$ cat src/rtl/omkl_alu.sv
// Shared adder and signed compare unit used by the start, threshold, eviction, insert and query steps of the sequencer.
`timescale 1ns / 1ps
`default_nettype none

module omkl_alu (
  input  logic signed [32:0] a_i,
  input  logic signed [32:0] b_i,
  input  logic               sub_i,
  output logic signed [33:0] res_o,
  output logic               lt_o
);

  logic signed [33:0] a_ext;
  logic signed [33:0] b_ext;

  // Sign-extend by one bit so that neither sum nor difference overflows.
  assign a_ext = {a_i[32], a_i};
  assign b_ext = {b_i[32], b_i};
  assign res_o = sub_i ? (a_ext - b_ext) : (a_ext + b_ext);

  // On a subtract the sign of the difference tells whether a is below b.
  assign lt_o = res_o[33];

endmodule

`default_nettype wire

$ cat config.mk
export PLATFORM = sky130hd
export DESIGN_NAME = omkl_alu
export DESIGN_NICKNAME = d
export VERILOG_FILES = /design/src/rtl/omkl_alu.sv
export SDC_FILE = /design/constraint.sdc
export NUM_CORES = 1
export LEC_CHECK = 0
export ABC_AREA = 1
export ABC_CLOCK_PERIOD_IN_PS = 4040
export BUFFER_PORTS_ARGS = -buffer_cell sky130_fd_sc_hd__buf_2
export CELL_PAD_IN_SITES_DETAIL_PLACEMENT = 1
export CELL_PAD_IN_SITES_GLOBAL_PLACEMENT = 1
export CORE_UTILIZATION = 35
export DETAILED_ROUTE_END_ITERATION = 8
export PLACE_DENSITY = 0.95
export SYNTH_ARGS = -nofsm -noshare
export SYNTH_HDL_FRONTEND = slang
export SYNTH_SLANG_ARGS = --single-unit
$ cat constraint.sdc
create_clock -name vclk -period 4.04
set_input_delay 0.808 -clock vclk [all_inputs]
set_output_delay 0.808 -clock vclk [all_outputs]
set_load 0.01 [all_outputs]
==> impl_results.md, run 1 <==
* Cells after Synth at 662
* Avg Inst Size Synth at approximately 5 sq um
* Synth Warn # at 0
* Die Width at 101 um
* Num rows at 35
* Die height at 101 um
* Final GP Congestion at ~0.94
* Worst EP kind: primary output
* Yosys cell types at 32
* Post-DP HPWL at between 10 and 15 mm
* Error: [ERROR GRT-0232] Routing congestion too high. Check the congestion heatmap in the GUI.
* Sequential area share after synthesis at 0%
* Worst-path endpoint after global-route repair_timing: res_o[33]
* Status: did not finish
* Largest net degree at the start of global routing at 16
* Count of input and output buffers at slightly above 100
* Initial Util at 36.4%
* Hold buffer count at cts at 0
* Ports at 102
* Tot GR Track Use at slightly below 90%
* Syn_nets at 764
* Mapped Area at 3400 sq um
* Halt Stage: 5_1_grt
* Grt ovf at 443
routing by layer:
layer / global-route usage, % / overflow
met5: 17.9 / 0
met4: 103 / 126
met3: 66.6 / 6
met2: 112 / 306
met1: 81.9 / 5
stage by stage:
step                      cell area [sq um]  cells  setup slack (ns)
after CTS                              5400    989           -0.0855
after detailed placement               4620    965            -0.439
after global placement                 4620    965            -0.219
after floorplan                        3400    662             0.225
synthesized netlist by cell type, types with 10 or more instances:
cell	instances	area share [%]
nand2_1	197	22
inv_1	116	13
nor2_1	76	8.4
nand3_1	48	7.1
a21oi_1	40	5.9
xor2_1	38	9.8
ha_1	34	13
o21ai_0	34	5.0
nand2_2	14	2.6
nor3_1	12	1.8
xnor2_1	10	2.6
kinds of logic after synthesis:
logic type	after synthesis	share of synthesized area, %
adders and majority gates	35	13.1
AOI/OAI and AO/OA	85	13.3
and+or+nand+nor	372	47.6
xor gates and xnor gates	48	12.4
buffers and inverters	122	13.6
repair_timing:
item	in CTS
pin swaps	63
buffers inserted	24
setup endpoints to repair	26
gates resized for setup	164
==> run 2, diff against run 1 <==
Settings changed: CELL_PAD_IN_SITES_DETAIL_PLACEMENT 1 to unset, CELL_PAD_IN_SITES_GLOBAL_PLACEMENT 1 to unset, CORE_UTILIZATION 35 to 27, PLACE_DENSITY 0.95 to unset, PLACE_DENSITY_LB_ADDON set to 0.15.
==> run 2 against run 1 <==
Synthesized cell count unchanged; synthesized area unchanged; the flow now finishes, with violations (negative setup slack).
==> impl_results.md, run 2 <==
* Status: finished with violations (was did not finish)
* Failing checks: negative setup slack
* Post-DP HPWL at 11.5 mm (was 14.4 mm)
* RSZ-0062 raised after global routing: yes
* Clkbuf count at 0
* Fin area at roughly 6700 sq um
* Number of diodes at 0
* Max Cap Viol at 0
* Post-synth top cells: nand2_1, inv_1, nor2_1 (unchanged)
* VDD IR-drop max at 73.1 uV
* Num sequential at 0
* CP dominant cell by count: nand2_1
* Synth-to-Final Area Change at 96.9%
* Vias in the first global route at 4785
* Setup violators final at 6
* Sequential area share after synthesis at 0% (unchanged)
* Hold Slack at 2.03 ns
* Avg Inst Size Synth at 5.13 sq um (unchanged)
* ANT nets after route at 0
* Startpoint types: primary input
* Die area at 13000 sq um
* Crit path max fanout at 4
* Pwr/cell area at 197 nW/um^2
* DRC viols at 0
* Worst path max stage delay at 0.33 ns
* Setup ws final at -0.0579 ns
* Core area at 12100 sq um
* Cells after Synth at 662 (unchanged)
* Sequential Area at 0 sq um
* Worst-path cell chain: buf_6 -> nor2_4 -> buf_6 -> nand3_4 -> nor2_4 -> nand2_4 -> o21ai_4 -> nand2_2 -> xor2_4 -> ha_4 -> nand2_4 -> nor2_4 -> nand2_2 -> nor3_2 -> nand2_1 -> nand2_1 -> nand2_1 -> nand2_1 -> buf_2
* Fin. max-slew vios at 0
* Most frequent cells in the layout: nand2_1, buf_4, inv_1, buf_2, nand2_2
* Routed wire per std cell at around 14 um
* Ports at 102 (unchanged)
* Mapped Area at 3400 sq um (unchanged)
* Crit path DAT at around 3.3 ns
* Final GP Congestion at 0.920 (was 0.941)
* Hold Fails Final Rpt at 0
* Post-synth top area cell: nand2_1 (unchanged)
* Max_slew headroom at 66.1%
* Sw Share at 54.8%
* Die Width at 114 um (was 101 um)
* 1st-iter DRT viols at 175
* Critical Path RT at roughly 3.2 ns
* Comb power frac at 100.0%
* Num rows at 40 (was 35)
* Syn_nets at 764 (unchanged)
* Critical setup path kind: primary input to output pin
* Sequential Power Share at 0%
* Largest net degree at the start of global routing at 36
* Worst Tran Pin Value at ~0.5 ns
* Most common cell after layout, fill and taps aside: nand2_1
* Initial antenna violation count at 0
* Yosys cell types at 32 (unchanged)
* WP buf/inv at 3
* Fin crit share at 101%
* Worst hold-check path type: primary input to output pin
* Filler Cells Inserted at 1184
* First drt pass iteration count at 4
* Count of input and output buffers at 102 (unchanged)
* Synth Warn # at 0 (unchanged)
* Multi-input gate area at roughly 4300 sq um
* Fmax at approximately 0.24 GHz
* CP max stage cell: ha_4
* NumNets Final at 1005
* Tot GR Track Use at approximately a fifth
* DP Area at 4980 sq um (was 4620 sq um)
* Initial Util at 28.0% (was 36.4%)
* Final worst path period need at 4.10 ns
* P_sw at 0.723 mW
* Via count at 4970
* Internal power at 0.596 mW
* Drt total wl at 14.6 mm
* Top cell type's share of synthesized area at 21.8% (unchanged)
* Synth top area cells: nand2_1, inv_1, ha_1 (unchanged)
* Layout cells sized above 1 at about 56%
* Die height at 114 um (was 101 um)
* Grt ovf at 0
* Endpoint class of the critical path: output pin
* Hold buffer count at cts at 0 (unchanged)
* First-pass GRT wire length at 22.2 mm
* Count leader, synth: nand2_1 (unchanged)
* Clock share of power at 0%
* Vias/cell at 4.65
* Kind of cell adding the most delay to the critical path: simple AND/OR/NAND/NOR gates
* Static Leakage at approximately 3.3 nW
-- run 2: cell counts after synthesis --
Identical to the previous run, type by type.
-- run 2: metrics by stage --
step           total power [mW]  utilization, %  TNS, ns  setup WS [ns]  cells
6_report                   1.32            55.2   -0.145        -0.0579   1069
5_1_grt                    1.43            55.2    -2.77         -0.273   1069
4_1_cts                    1.11            48.4  -0.0679        -0.0188   1056
3_5_place_dp              0.933            41.1    -3.79         -0.297   1043
3_3_place_gp              0.930            41.1    -3.06         -0.256   1043
2_1_floorplan             0.511               -        0          0.225    662
-- run 2: path summary, 6_finish.rpt --
path,start,end,slack [ns],depth (start not counted)
setup / recovery,b_i[7],res_o[31],-0.06,19
hold / removal,a_i[0],res_o[0],2.03,5
-- run 2: kinds of logic after synthesis --
family                   synth area share, %
AND/OR/NAND/NOR                         47.6
buffers and inverters                   13.6
AO/OA/AOI/OAI                           13.3
XOR/XNOR                                12.4
adder cells (fa/ha/maj)                 13.1
-- run 2: cell type report --
class / count / share of cell area [%]
Inverter: 117 / 6.72
Multi-Input combinational cell: 540 / 64.8
Tap cell: 168 / 3.14
Timing Repair Buffer: 244 / 25.4
-- run 2: power groups by stage --
| stage | sequential [mW] | combinational, mW | clock, mW |
|---|---|---|---|
| after floorplan | 0 | 0.511 | 0 |
| after global placement | 0 | 0.930 | 0 |
| after detailed placement | 0 | 0.933 | 0 |
| after CTS | 0 | 1.11 | 0 |
| after global routing | 0 | 1.43 | 0 |
| final | 0 | 1.32 | 0 |
-- run 2: repair_timing --
action,4_1_cts,5_1_grt
buffers inserted,13,13
resized for setup,197,176
pin swaps,70,86
cloned,0,0
setup endpoints to repair,24,26
-- run 2: routing by layer --
layer  vias up  GRT usage, %  wire, um
li1       2563             -         -
met1      2292          27.4      6560
met2        97          38.8      7480
met3        18         0.318       300
met4         0          3.20       295
met5         -             0         0
Note: power is estimated with default switching activity, not from simulation.
